$ cat src/rtl/core/box_filter_3x3_rgb_unit_assert.svh
// Assertion macros for the box filter unit.
`ifndef BOX_FILTER_3X3_RGB_UNIT_ASSERT_SVH
`define BOX_FILTER_3X3_RGB_UNIT_ASSERT_SVH

`ifndef SYNTHESIS
`define BF3_ASSERT_COMB(lbl, prop) \
    lbl: assert property (@(posedge clk) disable iff (!rst_n) prop) \
        else $error("box filter check failed");
`define BF3_ASSERT_NEXT(lbl, ante, cons) \
    lbl: assert property (@(posedge clk) disable iff (!rst_n) (ante) |=> (cons)) \
        else $error("box filter sequence check failed");
`else
`define BF3_ASSERT_COMB(lbl, prop)
`define BF3_ASSERT_NEXT(lbl, ante, cons)
`endif

`endif

$ cat src/rtl/core/bf3_pkg.sv
`default_nettype none

package bf3_pkg;

    localparam int BF3_MAX_WIDTH = 4096;
    localparam int NUM_CHAN      = 3;
    localparam int WIDTH_BITS    = 13;
    localparam int HEIGHT_BITS   = 16;
    localparam int CFG_ADDR_BITS = 1;
    localparam int CFG_DATA_BITS = 16;

    localparam logic [WIDTH_BITS-1:0]  WIDTH_RESET  = 13'd640;
    localparam logic [HEIGHT_BITS-1:0] HEIGHT_RESET = 16'd480;

    localparam logic [CFG_ADDR_BITS-1:0] REG_IMAGE_WIDTH  = 1'b0;
    localparam logic [CFG_ADDR_BITS-1:0] REG_IMAGE_HEIGHT = 1'b1;

    // floor(x/9) == (x*7282) >> 16 for every x up to 2299
    localparam logic [12:0] DIV9_MUL   = 13'd7282;
    localparam int          DIV9_SHIFT = 16;

    typedef logic [7:0]        sample_t;
    typedef sample_t [2:0]     pix_t;
    typedef pix_t [8:0]        win_t;
    typedef sample_t [8:0]     taps_t;

    typedef struct packed {
        logic emit;
        logic last;
    } pos_t;

    typedef struct packed {
        logic sum_load;
        logic quo_load;
    } lane_ctl_t;

endpackage

`default_nettype wire

$ cat src/rtl/core/bf3_raster.sv
`default_nettype none

module bf3_raster
    import bf3_pkg::*;
#(
    parameter int MAX_WIDTH = BF3_MAX_WIDTH,
    localparam int CW = $clog2(MAX_WIDTH)
)
(
    input  wire logic                     clk,
    input  wire logic                     rst_n,
    input  wire logic                     cfg_we,
    input  wire logic [CFG_ADDR_BITS-1:0] cfg_addr,
    input  wire logic [CFG_DATA_BITS-1:0] cfg_data,
    input  wire logic                     advance,
    output logic      [CW-1:0]            col,
    output pos_t                          pos
);

    logic [WIDTH_BITS-1:0]  width_reg;
    logic [HEIGHT_BITS-1:0] height_reg;
    logic [CW-1:0]          col_reg;
    logic [CW-1:0]          col_next;
    logic [HEIGHT_BITS-1:0] row_reg;
    logic [HEIGHT_BITS-1:0] row_next;
    logic [CW-1:0]          last_col;
    logic [HEIGHT_BITS-1:0] last_row;
    logic                   col_wrap;
    logic                   row_wrap;

    always_comb
    begin
        priority if (width_reg < 13'd3)
        begin
            last_col = CW'(2);
        end
        else if (32'(width_reg) > 32'(MAX_WIDTH))
        begin
            last_col = CW'(MAX_WIDTH - 1);
        end
        else
        begin
            last_col = CW'(width_reg - 13'd1);
        end

        if (height_reg < 16'd3)
        begin
            last_row = 16'd2;
        end
        else
        begin
            last_row = height_reg - 16'd1;
        end

        col_wrap = (col_reg >= last_col);
        row_wrap = (row_reg >= last_row);

        if (col_wrap)
        begin
            col_next = '0;
            row_next = row_wrap ? '0 : row_reg + 16'd1;
        end
        else
        begin
            col_next = col_reg + CW'(1);
            row_next = row_reg;
        end
    end

    assign col      = col_reg;
    assign pos.emit = (col_reg >= CW'(2)) && (row_reg >= 16'd2);
    assign pos.last = col_wrap && row_wrap;

    always_ff @(posedge clk or negedge rst_n)
    begin
        if (!rst_n)
        begin
            width_reg  <= WIDTH_RESET;
            height_reg <= HEIGHT_RESET;
            col_reg    <= '0;
            row_reg    <= '0;
        end
        else
        begin
            if (cfg_we && cfg_addr == REG_IMAGE_WIDTH)
            begin
                width_reg <= cfg_data[WIDTH_BITS-1:0];
            end
            if (cfg_we && cfg_addr == REG_IMAGE_HEIGHT)
            begin
                height_reg <= cfg_data[HEIGHT_BITS-1:0];
            end
            if (advance)
            begin
                col_reg <= col_next;
                row_reg <= row_next;
            end
        end
    end

endmodule

`default_nettype wire

$ cat config.mk
export PLATFORM = sky130hd
export DESIGN_NAME = bf3_raster
export DESIGN_NICKNAME = d
export VERILOG_FILES = /design/src/rtl/core/box_filter_3x3_rgb_unit_assert.svh /design/src/rtl/core/bf3_pkg.sv /design/src/rtl/core/bf3_raster.sv
export SDC_FILE = /design/constraint.sdc
export NUM_CORES = 1
export LEC_CHECK = 0
export BUFFER_PORTS_ARGS = -buffer_cell sky130_fd_sc_hd__buf_2
export CAP_MARGIN = 40
export CORE_MARGIN = 3
export CORE_UTILIZATION = 60
export CTS_BUF_LIST = sky130_fd_sc_hd__clkbuf_16
export CTS_CLUSTER_DIAMETER = 60
export DETAILED_ROUTE_END_ITERATION = 7
export PLACE_DENSITY = 0.79
export SLEW_MARGIN = 30
export SYNTH_ARGS = -nofsm -noshare
export SYNTH_HDL_FRONTEND = slang
export SYNTH_SLANG_ARGS = --single-unit
$ cat constraint.sdc
create_clock -name clk -period 5.5 [get_ports clk]
set_input_delay 1.1 -clock clk [delete_from_list [all_inputs] [get_ports clk]]
set_output_delay 1.1 -clock clk [all_outputs]
set_load 0.05 [all_outputs]
==> metrics.md <==
| Metric | Value |
|---|---|
| Placer congestion estimate | 0.843 |
| Number of fillers in the final layout | 462 |
| First-pass GRT wire length | 15,300 um |
| Launching element type of the critical path | register |
| Skew final | 0.00645 ns |
| Primary flip-flop cell chosen by synthesis mapping | sky130_fd_sc_hd__dfrtp_1 |
| Switching part of the total power | 32.6% |
| Net Count, Synth | 463 |
| Category of the most critical setup path | register to output pin |
| Fin nets | 501 |
| Internal cell power | 0.00100 W |
| Most common cell after layout, fill and taps aside | sky130_fd_sc_hd__dfrtp_1 |
| Relative slew slack | 51.5% |
| Detailed placer's ending HPWL | 6300 um |
| Final setup violation count | 0 |
| Ant diodes | 0 |
| Register area share after synthesis | 37.3% |
| Total I/O pin count | 35 |
| Number of nets with antenna violations after routing | 0 |
| Final worst-path cycle share | 94.8% |
| Share of cells above drive strength 1 | 19.8% |
| Combinational power share | 23.5% |
| Arrival time of data at the critical path endpoint | 4.12 ns |
| DP Area | 4080 um2 |
| Clock transition at the register clock pins on the worst setup and hold paths after CTS | 0.05 ns |
| Final instance area | 4390 um2 |
| Number of distinct standard cells referenced by the synthesized netlist | 44 |
| Start point of the critical path | height_reg[11]$_DFFE_PN0P_ |
| Number of gates given a new drive strength after cts | 0 |
| Cells on worst reg2reg path | 11 |
| CP max FO | 17 |
| Clock insertion delay at the later pin of the skew report | 0.33 ns |
| CTS sink count | 57 |
| Overall die width | 86.1 um |
| Switching Power | 0.000485 W |
| Wire length after detailed routing | 8860 um |
| Number of antenna violations at the first check in global routing | 0 |
| Flop pwr share | 37.1% |
| Peak Freq | 0.192 GHz |
| Setup slack of the most critical reg-to-reg path | 1.63 ns |
| Max-slew violation count | 0 |
| Sum of overflow across all layers after global routing | 0 |
| Fin Setup TNS | 0 ns |
| Transition time at the pin with the least slew margin | 0.728 ns |
| Post-synthesis cell area | 3850 um2 |
| Kind of path behind the tightest hold check | register to register |
| Number of rows created at floorplan | 28 |
| Drt wl/cell | 16.9 um |
| TritonRoute pass-1 iters | 5 |
| Post-synthesis instance total | 407 |
| RSZ-0062 raised after global routing | no |
| Number of warnings issued by yosys | 0 |
| Post-route minimum period | 5.22 ns |
| Cell type with the highest aggregate area in the netlist | sky130_fd_sc_hd__dfrtp_1 |
| Leak Pwr | 2.11 nW |
| Via count | 3,270 |
| CTS tree | built |
| Final core area utilization | 72.5% |
| Share of total power in the clock network | 39.4% |
| Post-synthesis async set-or-reset flop share | 100% |
| FF+latch count, synth | 57 |
| Result of the run | completed |
| Top library cells by usage in the layout, fill and taps aside | 51 x sky130_fd_sc_hd__dfrtp_1, 45 x sky130_fd_sc_hd__nand2_1, 35 x sky130_fd_sc_hd__ha_1, 34 x sky130_fd_sc_hd__buf_2, 26 x sky130_fd_sc_hd__mux2_2 |
| Synth top area share | 33.2% |
| Root buffer selected by CTS | sky130_fd_sc_hd__clkbuf_16 |
| Vias in the first global route | 3,205 |
| Global-route total usage across every layer | 26.1% |
| Post CTS Setup Buffer Count | 0 |
| Count of flip-flops with a built-in enable after synthesis | 0 |
| Drt drc | 0 |
| Core Box Area | 6060 um2 |
| PD cells | 339 nW/um2 |
| CP max-delay cell | sky130_fd_sc_hd__or4_1 |
| Hold Fails Final Rpt | 0 |
| Initial cell density of the core | 63.5% |
| CP Capture Point | pos[0] |
| Biggest cell delay along the critical path | 0.59 ns |
| Maximum capacitance violations | 0 |
| Largest net degree at the start of global routing | 58 |
| Maximum number of buffers from clock root to sink | 2 |
| Worst ir drop on vdd | 0.267 mV |
| Mean cell area of the mapped netlist | 9.45 um2 |
| Number of buffers inserted during clock tree synthesis | 9 |
| Worst Path Required | 4.40 ns |
| Die Outline Area | 7410 um2 |
| H-tree Lvls | 3 |
| Port-buffer cells | 34 |
| CP Cell Sequence | or4_1 > nor3_1 > nand4_1 > nand2_1 > ha_1 > nand4_1 > or4_1 > a221o_1 > nand3_2 > and2_1 > buf_2 |
| Layout overhead on the synthesized area | 14.2% |
| Vias per std cell | 6.23 |
| CP endpoint kind | output pin |
| Cells taking the most area after synthesis | sky130_fd_sc_hd__dfrtp_1 33%, sky130_fd_sc_hd__ha_1 11%, sky130_fd_sc_hd__mux2_2 7.6%, sky130_fd_sc_hd__nand2_1 4.4%, sky130_fd_sc_hd__xor2_1 4.3% |
| CTS Hold Buffers Added | 0 |
| Vertical die dimension | 86.1 um |
| Critical register-to-register path startpoint | height_reg[11]$_DFFE_PN0P_ |
| Number of design-rule violations left by the first detailed-router iteration | 221 |
| R2R Path End | row_reg[15]$_DFFE_PN0P_ |
==> worst max-delay path: cells and delay by family, from the launching register on <==
| kind | cells | cell delay, ns |
|---|---|---|
| AO/OA/AOI/OAI | 1 | 0.28 |
| buffers and inverters | 1 | 0.26 |
| flip-flops | 1 | 0.41 |
| adder cells (fa/ha/maj) | 1 | 0.16 |
| AND/OR/NAND/NOR | 8 | 2.69 |
==> logic make-up (layout without fill, tap and decap cells) <==
family / after synthesis / count (layout) / share of synthesized area (%)
AOI/OAI and AO/OA: 79 / 79 / 13.4
xor gates and xnor gates: 26 / 26 / 5.92
adders and majority gates: 35 / 35 / 11.4
buffers and inverters: 23 / 66 / 2.70
DFF: 57 / 57 / 37.3
muxes: 27 / 27 / 7.87
and+or+nand+nor: 160 / 160 / 21.5
==> stage by stage <==
stage | total power (W) | std cells | setup slack (ns) | hold slack [ns]
2_1_floorplan | 0.000799 | 407 | 1.01 | 0.503
3_3_place_gp | 0.000883 | 509 | 0.832 | 0.513
3_5_place_dp | 0.000901 | 509 | 0.693 | 0.541
6_report | 0.00149 | 525 | 0.284 | 0.548
5_1_grt | 0.00156 | 525 | 0.0386 | 0.558
4_1_cts | 0.00149 | 525 | 0.265 | 0.552
==> synthesized netlist by cell type, types with 14 or more instances <==
cell                      number
sky130_fd_sc_hd__a22o_1       14
sky130_fd_sc_hd__dfrtp_1      51
sky130_fd_sc_hd__ha_1         35
sky130_fd_sc_hd__inv_1        14
sky130_fd_sc_hd__mux2_2       26
sky130_fd_sc_hd__nand2_1      45
sky130_fd_sc_hd__nor2_1       24
sky130_fd_sc_hd__nor2b_1      15
sky130_fd_sc_hd__nor3_1       14
sky130_fd_sc_hd__o21ai_0      23
sky130_fd_sc_hd__o21ai_1      15
sky130_fd_sc_hd__xor2_1       19
==> power groups by stage <==
stage	logic, W	registers (W)	clock network, W
final	0.000350	0.000552	0.000586
after global routing	0.000395	0.000560	0.000606
after CTS	0.000352	0.000549	0.000589
after detailed placement	0.000346	0.000555	0
after global placement	0.000333	0.000550	0
after floorplan	0.000205	0.000594	0
==> final cells by class <==
type	instances	area, um2	share of cell area (%)
clock inverter	7	86.3	1.96
clock buffer	9	225	5.13
sequential	57	1430	32.6
multi-input combinational	327	2320	52.7
inverter	14	52.6	1.20
timing repair buffer	36	185	4.21
tap	75	93.8	2.14
==> how the worst min path moves through the flow <==
stage / start / cells past startpoint / to
finish: height_reg[12]$_DFFE_PN0P_ / 1 / height_reg[12]$_DFFE_PN0P_
global route: height_reg[4]$_DFFE_PN0P_ / 1 / height_reg[4]$_DFFE_PN0P_
global placement: height_reg[4]$_DFFE_PN0P_ / 1 / height_reg[4]$_DFFE_PN0P_
detailed placement: height_reg[4]$_DFFE_PN0P_ / 1 / height_reg[4]$_DFFE_PN0P_
floorplan: height_reg[4]$_DFFE_PN0P_ / 1 / height_reg[4]$_DFFE_PN0P_
CTS: height_reg[12]$_DFFE_PN0P_ / 1 / height_reg[12]$_DFFE_PN0P_
==> layer usage <==
metal	global-route usage, %	wire length, um	up-vias
met5	0	0	-
met1	34.6	3990	1588
met2	42.7	4280	99
met3	3.84	405	19
li1	-	-	1564
met4	10.5	186	0
(Power assumes the default switching activity.)
