`src/rtl/core/box_filter_3x3_rgb_unit_assert.svh`:
```
// Assertion macros for the box filter unit.
`ifndef BOX_FILTER_3X3_RGB_UNIT_ASSERT_SVH
`define BOX_FILTER_3X3_RGB_UNIT_ASSERT_SVH

`ifndef SYNTHESIS
`define BF3_ASSERT_COMB(lbl, prop) \
    lbl: assert property (@(posedge clk) disable iff (!rst_n) prop) \
        else $error("box filter check failed");
`define BF3_ASSERT_NEXT(lbl, ante, cons) \
    lbl: assert property (@(posedge clk) disable iff (!rst_n) (ante) |=> (cons)) \
        else $error("box filter sequence check failed");
`else
`define BF3_ASSERT_COMB(lbl, prop)
`define BF3_ASSERT_NEXT(lbl, ante, cons)
`endif

`endif

```
`src/rtl/core/bf3_pkg.sv`:
```
`default_nettype none

package bf3_pkg;

    localparam int BF3_MAX_WIDTH = 4096;
    localparam int NUM_CHAN      = 3;
    localparam int WIDTH_BITS    = 13;
    localparam int HEIGHT_BITS   = 16;
    localparam int CFG_ADDR_BITS = 1;
    localparam int CFG_DATA_BITS = 16;

    localparam logic [WIDTH_BITS-1:0]  WIDTH_RESET  = 13'd640;
    localparam logic [HEIGHT_BITS-1:0] HEIGHT_RESET = 16'd480;

    localparam logic [CFG_ADDR_BITS-1:0] REG_IMAGE_WIDTH  = 1'b0;
    localparam logic [CFG_ADDR_BITS-1:0] REG_IMAGE_HEIGHT = 1'b1;

    // floor(x/9) == (x*7282) >> 16 for every x up to 2299
    localparam logic [12:0] DIV9_MUL   = 13'd7282;
    localparam int          DIV9_SHIFT = 16;

    typedef logic [7:0]        sample_t;
    typedef sample_t [2:0]     pix_t;
    typedef pix_t [8:0]        win_t;
    typedef sample_t [8:0]     taps_t;

    typedef struct packed {
        logic emit;
        logic last;
    } pos_t;

    typedef struct packed {
        logic sum_load;
        logic quo_load;
    } lane_ctl_t;

endpackage

`default_nettype wire

```
`src/rtl/core/bf3_lane.sv`:
```
`default_nettype none

module bf3_lane
    import bf3_pkg::*;
(
    input  wire logic      clk,
    input  wire lane_ctl_t ctl,
    input  wire taps_t     taps,
    output sample_t        mean
);

    logic [9:0]  col_a;
    logic [9:0]  col_b;
    logic [9:0]  col_c;
    logic [11:0] sum_next;
    logic [11:0] sum_reg;
    logic [24:0] prod;
    sample_t     quo_reg;

    always_comb
    begin
        col_a    = 10'(taps[0]) + 10'(taps[3]) + 10'(taps[6]);
        col_b    = 10'(taps[1]) + 10'(taps[4]) + 10'(taps[7]);
        col_c    = 10'(taps[2]) + 10'(taps[5]) + 10'(taps[8]);
        // bias by 4 to round to nearest
        sum_next = 12'(col_a) + 12'(col_b) + 12'(col_c) + 12'd4;
        prod     = 25'(sum_reg) * 25'(DIV9_MUL);
    end

    always_ff @(posedge clk)
    begin
        if (ctl.sum_load)
        begin
            sum_reg <= sum_next;
        end
        if (ctl.quo_load)
        begin
            quo_reg <= prod[DIV9_SHIFT +: 8];
        end
    end

    assign mean = quo_reg;

endmodule

`default_nettype wire

```
`config.mk`:
```
export PLATFORM = sky130hd
export DESIGN_NAME = bf3_lane
export DESIGN_NICKNAME = d
export VERILOG_FILES = /design/src/rtl/core/box_filter_3x3_rgb_unit_assert.svh /design/src/rtl/core/bf3_pkg.sv /design/src/rtl/core/bf3_lane.sv
export SDC_FILE = /design/constraint.sdc
export NUM_CORES = 1
export LEC_CHECK = 0
export BUFFER_PORTS_ARGS = -buffer_cell sky130_fd_sc_hd__buf_2
export CORE_AREA = 2 2 108 110
export DETAILED_ROUTE_END_ITERATION = 10
export DIE_AREA = 0 0 110 112
export MAX_ROUTING_LAYER = met4
export SLEW_MARGIN = 5
export SYNTH_ARGS = -nofsm -noshare
export SYNTH_HDL_FRONTEND = slang
export SYNTH_SLANG_ARGS = --single-unit
```
`constraint.sdc`:
```
create_clock -name clk -period 8.35 [get_ports clk]
set_input_delay 0.835 -clock clk [delete_from_list [all_inputs] [get_ports clk]]
set_output_delay 0.835 -clock clk [all_outputs]
set_load 0.02 [all_outputs]
```
==> summary.txt, run 1 <==
Run status
  – Status: finished, final reports clean

GRT
  – First-pass GRT wire length: 12.7 mm
  – Initial antenna violation count: 0
  – Maximum number of pins on one net before global-route repair: 13
  – Gr ovfl total: 0
  – Number of global-route vias before repair: between 2k and 3k
  – GR Util All Layers: 13.2%

Die
  – Die footprint: about 12000 um2
  – Die W: between 100 and 150 um
  – IO Pins: just over 80
  – Die height: roughly 110 um
  – Starting Density: between 30 and 40%
  – Row count: 39
  – Core area: approximately 11000 um2

Setup path
  – WP data required: 8360 ps
  – Critical Path AT: 4940 ps
  – Kind of start point of the critical path: flip-flop
  – Worst-path fanout max: 3
  – Critical path endpoint category: flip-flop
  – Crit path kind: flip-flop to flip-flop

Synthesis
  – Yosys warnings: 0
  – Post-Syn Area: 4330 um2
  – Synth unique cells: 31
  – Avg Cell Area, Syn: roughly 11 um2
  – Sequential area share after synthesis: between 10 and 15%
  – Cells after Synth: between 300 and 400
  – Post-synthesis net count: 636
  – Yosys reg bits: 20

CTS
  – Clock sink count: 20
  – CTS resizes: 0
  – CTS tree: built
  – Cts hold-fix bufs: 0
  – Clock insertion delay at the later pin of the skew report: between 200 and 300 ps
  – Root Driver: clkbuf_16
  – Total CTS buffers: 3
  – Post-CTS setup buffers: 0
  – Clock tree buffer depth: 2
  – Reg clk slew, reported paths: 60 ps
  – H-tree depth: 1

Timing
  – Slew at the pin closest to its max-slew limit: 443 ps
  – Final setup TNS: 0 ps
  – Final count of hold timing violations: 0
  – Fmax: between 200 and 250 MHz
  – Final Max Tran Viols: 0
  – Final period util: just under 60%
  – # setup viols final: 0
  – Final hold slack: about 920 ps
  – RSZ-0062 raised after global routing: false
  – Clock Skews: between 3 and 4 ps
  – Slew margin rel.: a little over two thirds
  – Post-route minimum period: between 4000 and 5000 ps

Drt
  – Vias after detailed routing: about 2.9k
  – DRC: 0
  – Vias per inst: around 4.6
  – Final ANT Viol Nets: 0
  – DR WL/cell: about 11 um
  – DRT Wirelength: between 7 and 8 mm
  – 1st-iter DRT viols: 85
  – First-pass iteration count of the detailed router: 4

Final layout
  – Most frequent cells in the layout: inv_1 (126), fa_1 (84), buf_2 (82), ha_1 (80), edfxtp_1 (20)
  – Final net count: between 700 and 800
  – Area of the multi-input gates: approximately 3300 um2
  – FF+latch area: 601 um2
  – Share of layout cells above drive strength 1: between 10% and 20%
  – Area delta synth->final: 16.0%
  – Fin area: between 5000 and 6000 um2
  – Most common cell after layout, fill and taps aside: inv_1
  – Max reg flops: 12
  – Antenna cells: 0
  – Fillers: 1066

Place
  – PortBufs: 82
  – Placed Area: ~5000 um2
  – GPL Wtd Cong: just over 0.9
  – Detail Placement HPWL: roughly 6.8 mm

Flow run
  – MaxCap Viol Count: 0

Min path
  – Min-Delay Path Class: primary input to flip-flop
[routing by layer]
metal | track usage (%) | vias up | part of all wire [%]
met5 | - | - | 0
met3 | 0.703 | 5 | 2.0
met2 | 21.4 | 39 | 52
met1 | 18.3 | 1410 | 45
li1 | - | 1398 | -
met4 | 3.04 | 0 | 1.0
[path summary, 6_finish.rpt]
path,start,end,slack [ps],cells past startpoint
setup reg to reg,sum_reg[3],mean[5],3420,17
hold / removal,ctl[0],mean[7],920,1
hold reg to reg,sum_reg[11],mean[7],1110,3
setup / recovery,sum_reg[3],mean[5],3420,17
[layout make-up]
class	count	share of cell area [%]
multi-input cells	251	64.8
repair buffers	82	8.17
inverters	126	9.42
clock buffers	3	1.49
flip-flops and latches	20	12.0
clock inverters	1	0.598
well taps	143	3.56
[critical path, cell delays in order (launching register included)]
cell      delay (ps)
edfxtp_1         400
inv_1            110
fa_1             540
inv_1             50
ha_1             290
inv_1             60
fa_1             500
inv_1             50
fa_1             490
inv_1             50
fa_1             520
inv_1             40
ha_1             290
o21ai_0          210
o21ai_0          170
or4b_1           490
a41o_1           260
xor2_1           140
[per-stage QoR]
step	util [%]	std cells	worst slack [ps]
final	44.9	626	3420
after floorplan	-	397	3650
after global placement	44.0	622	3470
after global routing	44.9	626	3200
after detailed placement	44.0	622	3440
after CTS	44.9	626	3410
[synthesized netlist by cell type (all sizes together)]
cell type | count | area [um2]
a221o | 1 | 10.0
nor4 | 3 | 18.8
a22o | 1 | 8.76
a31oi | 1 | 6.26
a21oi | 12 | 63.8
o21bai | 1 | 7.51
nor2b | 2 | 12.5
nor2 | 9 | 33.8
a21o | 6 | 45.0
and2 | 1 | 6.26
or4b | 1 | 10.0
a21boi | 1 | 7.51
nand2b | 2 | 12.5
nand4 | 2 | 12.5
fa | 84 | 1680
xor2 | 8 | 70.1
nand3 | 1 | 5.00
ha | 80 | 1000
xnor2 | 11 | 96.3
a41o | 2 | 21.3
o21a | 4 | 30.0
o22ai | 1 | 6.26
inv | 126 | 473
edfxtp | 20 | 601
mux2 | 1 | 11.3
and3 | 1 | 6.26
o21ai | 9 | 45.0
nand2 | 4 | 15.0
nor3 | 2 | 10.0
[kinds of logic after synthesis]
logic type               count (synthesis)  share of synthesized area, %
AO/OA/AOI/OAI                           39                          5.81
AND/OR/NAND/NOR                         28                          3.30
buffers and inverters                  126                          10.9
adder cells (fa/ha/maj)                164                          62.0
multiplexers                             1                         0.260
XOR/XNOR                                19                          3.85
flip-flops                              20                          13.9
Power of run 1 is not shown: default switching activity piles up to over one toggle a cycle in this logic, so the estimate is an artifact.
==> run 2: changes to the inputs <==
==> constraint.sdc (replaced) <==
create_clock -name clk -period 4.4 [get_ports clk]
set_input_delay 0.44 -clock clk [delete_from_list [all_inputs] [get_ports clk]]
set_output_delay 0.44 -clock clk [all_outputs]
set_load 0.02 [all_outputs]
==> summary.txt, run 2 (synthesis gave the netlist of run 1 again) <==
Run status
  – Status: finished, violations left (was finished, final reports clean)
  – Failing checks: setup timing

CTS
  – Total CTS buffers: 3 (unchanged)
  – CTS tree: built (unchanged)
  – Cts hold-fix bufs: 0 (unchanged)
  – Clock tree buffer depth: 2 (unchanged)
  – Clock insertion delay at the later pin of the skew report: 260 ps (about the same)
  – Clock sink count: 20 (unchanged)
  – Root Driver: clkbuf_16 (unchanged)
  – Reg clk slew, reported paths: 60 ps (about the same)
  – H-tree depth: 1 (unchanged)

Die
  – Die footprint: 12300 um2 (unchanged)
  – Core area: 11200 um2 (unchanged)
  – Die W: 110 um (unchanged)
  – Starting Density: 38.7% (unchanged)
  – IO Pins: 83 (unchanged)
  – Row count: 39 (unchanged)
  – Die height: 112 um (unchanged)

Timing
  – Final period util: 104% (was 59.1%)
  – Slew margin rel.: 76.0% (was 70.2%)
  – Post-route minimum period: 4600 ps (was 4930 ps)
  – # setup viols final: 3 (was 0)
  – Fmax: 217 MHz (was 203 MHz)
  – Final worst slack: -198 ps (was 3420 ps)
  – Clock Skews: 2.83 ps (was 3.15 ps)
  – Final Max Tran Viols: 0 (unchanged)
  – Slew at the pin closest to its max-slew limit: 357 ps (was 443 ps)
  – RSZ-0062 raised after global routing: true (was false)
  – Final count of hold timing violations: 0 (unchanged)

Setup path
  – Critical Path AT: 4610 ps (was 4940 ps)
  – CP delay by family, top: adder cells (unchanged)
  – Slowest cell on crit path: fa_1 (unchanged)
  – CP Cell Sequence: inv_2 > fa_1 > inv_2 > ha_4 > inv_2 > fa_1 > inv_1 > fa_1 > inv_1 > fa_1 > inv_2 > ha_4 > nand4_1 > a21oi_2 > o21a_1 > or4b_4 > a41o_1 > xor2_1 (was inv_1 > fa_1 > inv_1 > ha_1 > inv_1 > fa_1 > inv_1 > fa_1 > inv_1 > fa_1 > inv_1 > ha_1 > o21ai_0 > o21ai_0 > or4b_1 > a41o_1 > xor2_1)
  – Critical path endpoint category: flip-flop (unchanged)
  – Worst-path fanout max: 2 (was 3)
  – Kind of start point of the critical path: flip-flop (unchanged)
  – Buf/Inv on CP: 6 (unchanged)
  – Worst path max stage delay: 550 ps (was 540 ps)
  – Crit path kind: flip-flop to flip-flop (unchanged)
  – WP data required: 4410 ps (was 8360 ps)

Final layout
  – Area delta synth->final: 28.1% (was 16.0%)
  – Most common cell after layout, fill and taps aside: inv_1 (unchanged)
  – Final net count: 766 (was 723)
  – Antenna cells: 0 (unchanged)
  – Final core area utilization: 49.6% (was 44.9%)
  – Most frequent cells in the layout: inv_1 (121), fa_1 (83), buf_2 (82), ha_1 (71), buf_4 (42) (was inv_1 (126), fa_1 (84), buf_2 (82), ha_1 (80), edfxtp_1 (20))
  – Max reg flops: 12 (unchanged)
  – Share of layout cells above drive strength 1: 30.6% (was 18.4%)

Drt
  – Vias per inst: 4.52 (was 4.56)
  – Final ANT Viol Nets: 0 (unchanged)
  – 1st-iter DRT viols: 73 (was 85)
  – DRT Wirelength: 7.80 mm (was 7.18 mm)
  – Vias after detailed routing: 3027 (was 2852)
  – DR WL/cell: 11.7 um (was 11.5 um)
  – DRC: 0 (unchanged)
  – First-pass iteration count of the detailed router: 4 (unchanged)

GRT
  – Initial antenna violation count: 0 (unchanged)
  – Maximum number of pins on one net before global-route repair: 13 (unchanged)
  – Number of global-route vias before repair: 3125 (was 2964)
  – First-pass GRT wire length: 13.3 mm (was 12.7 mm)
  – Gr ovfl total: 0 (unchanged)
  – GR Util All Layers: 14.0% (was 13.2%)

Place
  – PortBufs: 82 (unchanged)
  – Detail Placement HPWL: 7.16 mm (was 6.82 mm)
  – GPL Wtd Cong: 0.879 (was 0.914)

Flow run
  – MaxCap Viol Count: 0 (unchanged)

Min path
  – Min-Delay Path Class: primary input to flip-flop (unchanged)
## run 2: cell types whose count changed in the layout (fill, tap and decap cells not counted), moves of 2 or more
cell     previous run  this run
o21ai_1             0         5
inv_1             126       121
nor4_1              3         0
inv_2               0         5
o21ai_0             9         4
a21oi_1            11         5
ha_4                0         8
buf_4               0        42
a21oi_2             1         7
ha_1               80        71
nor4_4              0         2
## run 2: worst reg2reg max path: stages (launching register included)
cell and delay [ps]:
edfxtp_1 360, inv_2 50, fa_1 550, inv_2 60, ha_4 270, inv_2 40
fa_1 520, inv_1 50, fa_1 480, inv_1 50, fa_1 520, inv_2 60
ha_4 210, nand4_1 110, a21oi_2 50, o21a_1 120, or4b_4 520, a41o_1 200
xor2_1 140
## run 2: timing repair
action / 4_1_cts / 5_1_grt
resized for setup: 14 / 21
setup buffers: 2 / 3
pin swaps: 8 / 14
endpoints found under the setup margin: 5 / 11
## run 2: layout make-up
| class | count | area (um2) |
|---|---|---|
| multi-input cells | 251 | 3450 |
| well taps | 143 | 179 |
| inverters | 126 | 473 |
| fillers | 1015 | 5630 |
| clock inverters | 1 | 30.0 |
| flip-flops and latches | 20 | 601 |
| clock buffers | 3 | 75.1 |
| repair buffers | 125 | 737 |
## run 2: path summary, 6_finish.rpt
kind                                  start      end  slack, ps  cells past startpoint
worst max-delay path             sum_reg[3]  mean[5]       -200                     18
worst min-delay path                 ctl[0]  mean[6]        540                      1
worst max register to register   sum_reg[3]  mean[5]       -200                     18
worst min register to register  sum_reg[11]  mean[7]       1060                      4
## run 2: through the flow
| step | TNS [ps] | std cells | hold slack (ps) | cell area (um2) | worst slack [ps] |
|---|---|---|---|---|---|
| 2_1_floorplan | -57.7 | 397 | 552 | 4330 | -57.7 |
| 3_3_place_gp | -649 | 660 | 790 | 5210 | -179 |
| 3_5_place_dp | -1030 | 660 | 800 | 5210 | -247 |
| 4_1_cts | -214 | 666 | 535 | 5420 | -186 |
| 5_1_grt | -890 | 669 | 538 | 5540 | -283 |
| 6_report | -282 | 669 | 537 | 5540 | -198 |
## run 2: metal layers
| layer | GRT usage (%) | wire [um] | vias up | share of wire (%) |
|---|---|---|---|---|
| met3 | 0.937 | 172 | 5 | 2.2 |
| met2 | 22.6 | 3970 | 38 | 51 |
| met4 | 2.87 | 73 | 0 | 0.94 |
| li1 | - | - | 1488 | - |
| met1 | 19.4 | 3590 | 1496 | 46 |
| met5 | - | 0 | - | 0 |
Power of run 2 is left out for the same reason.
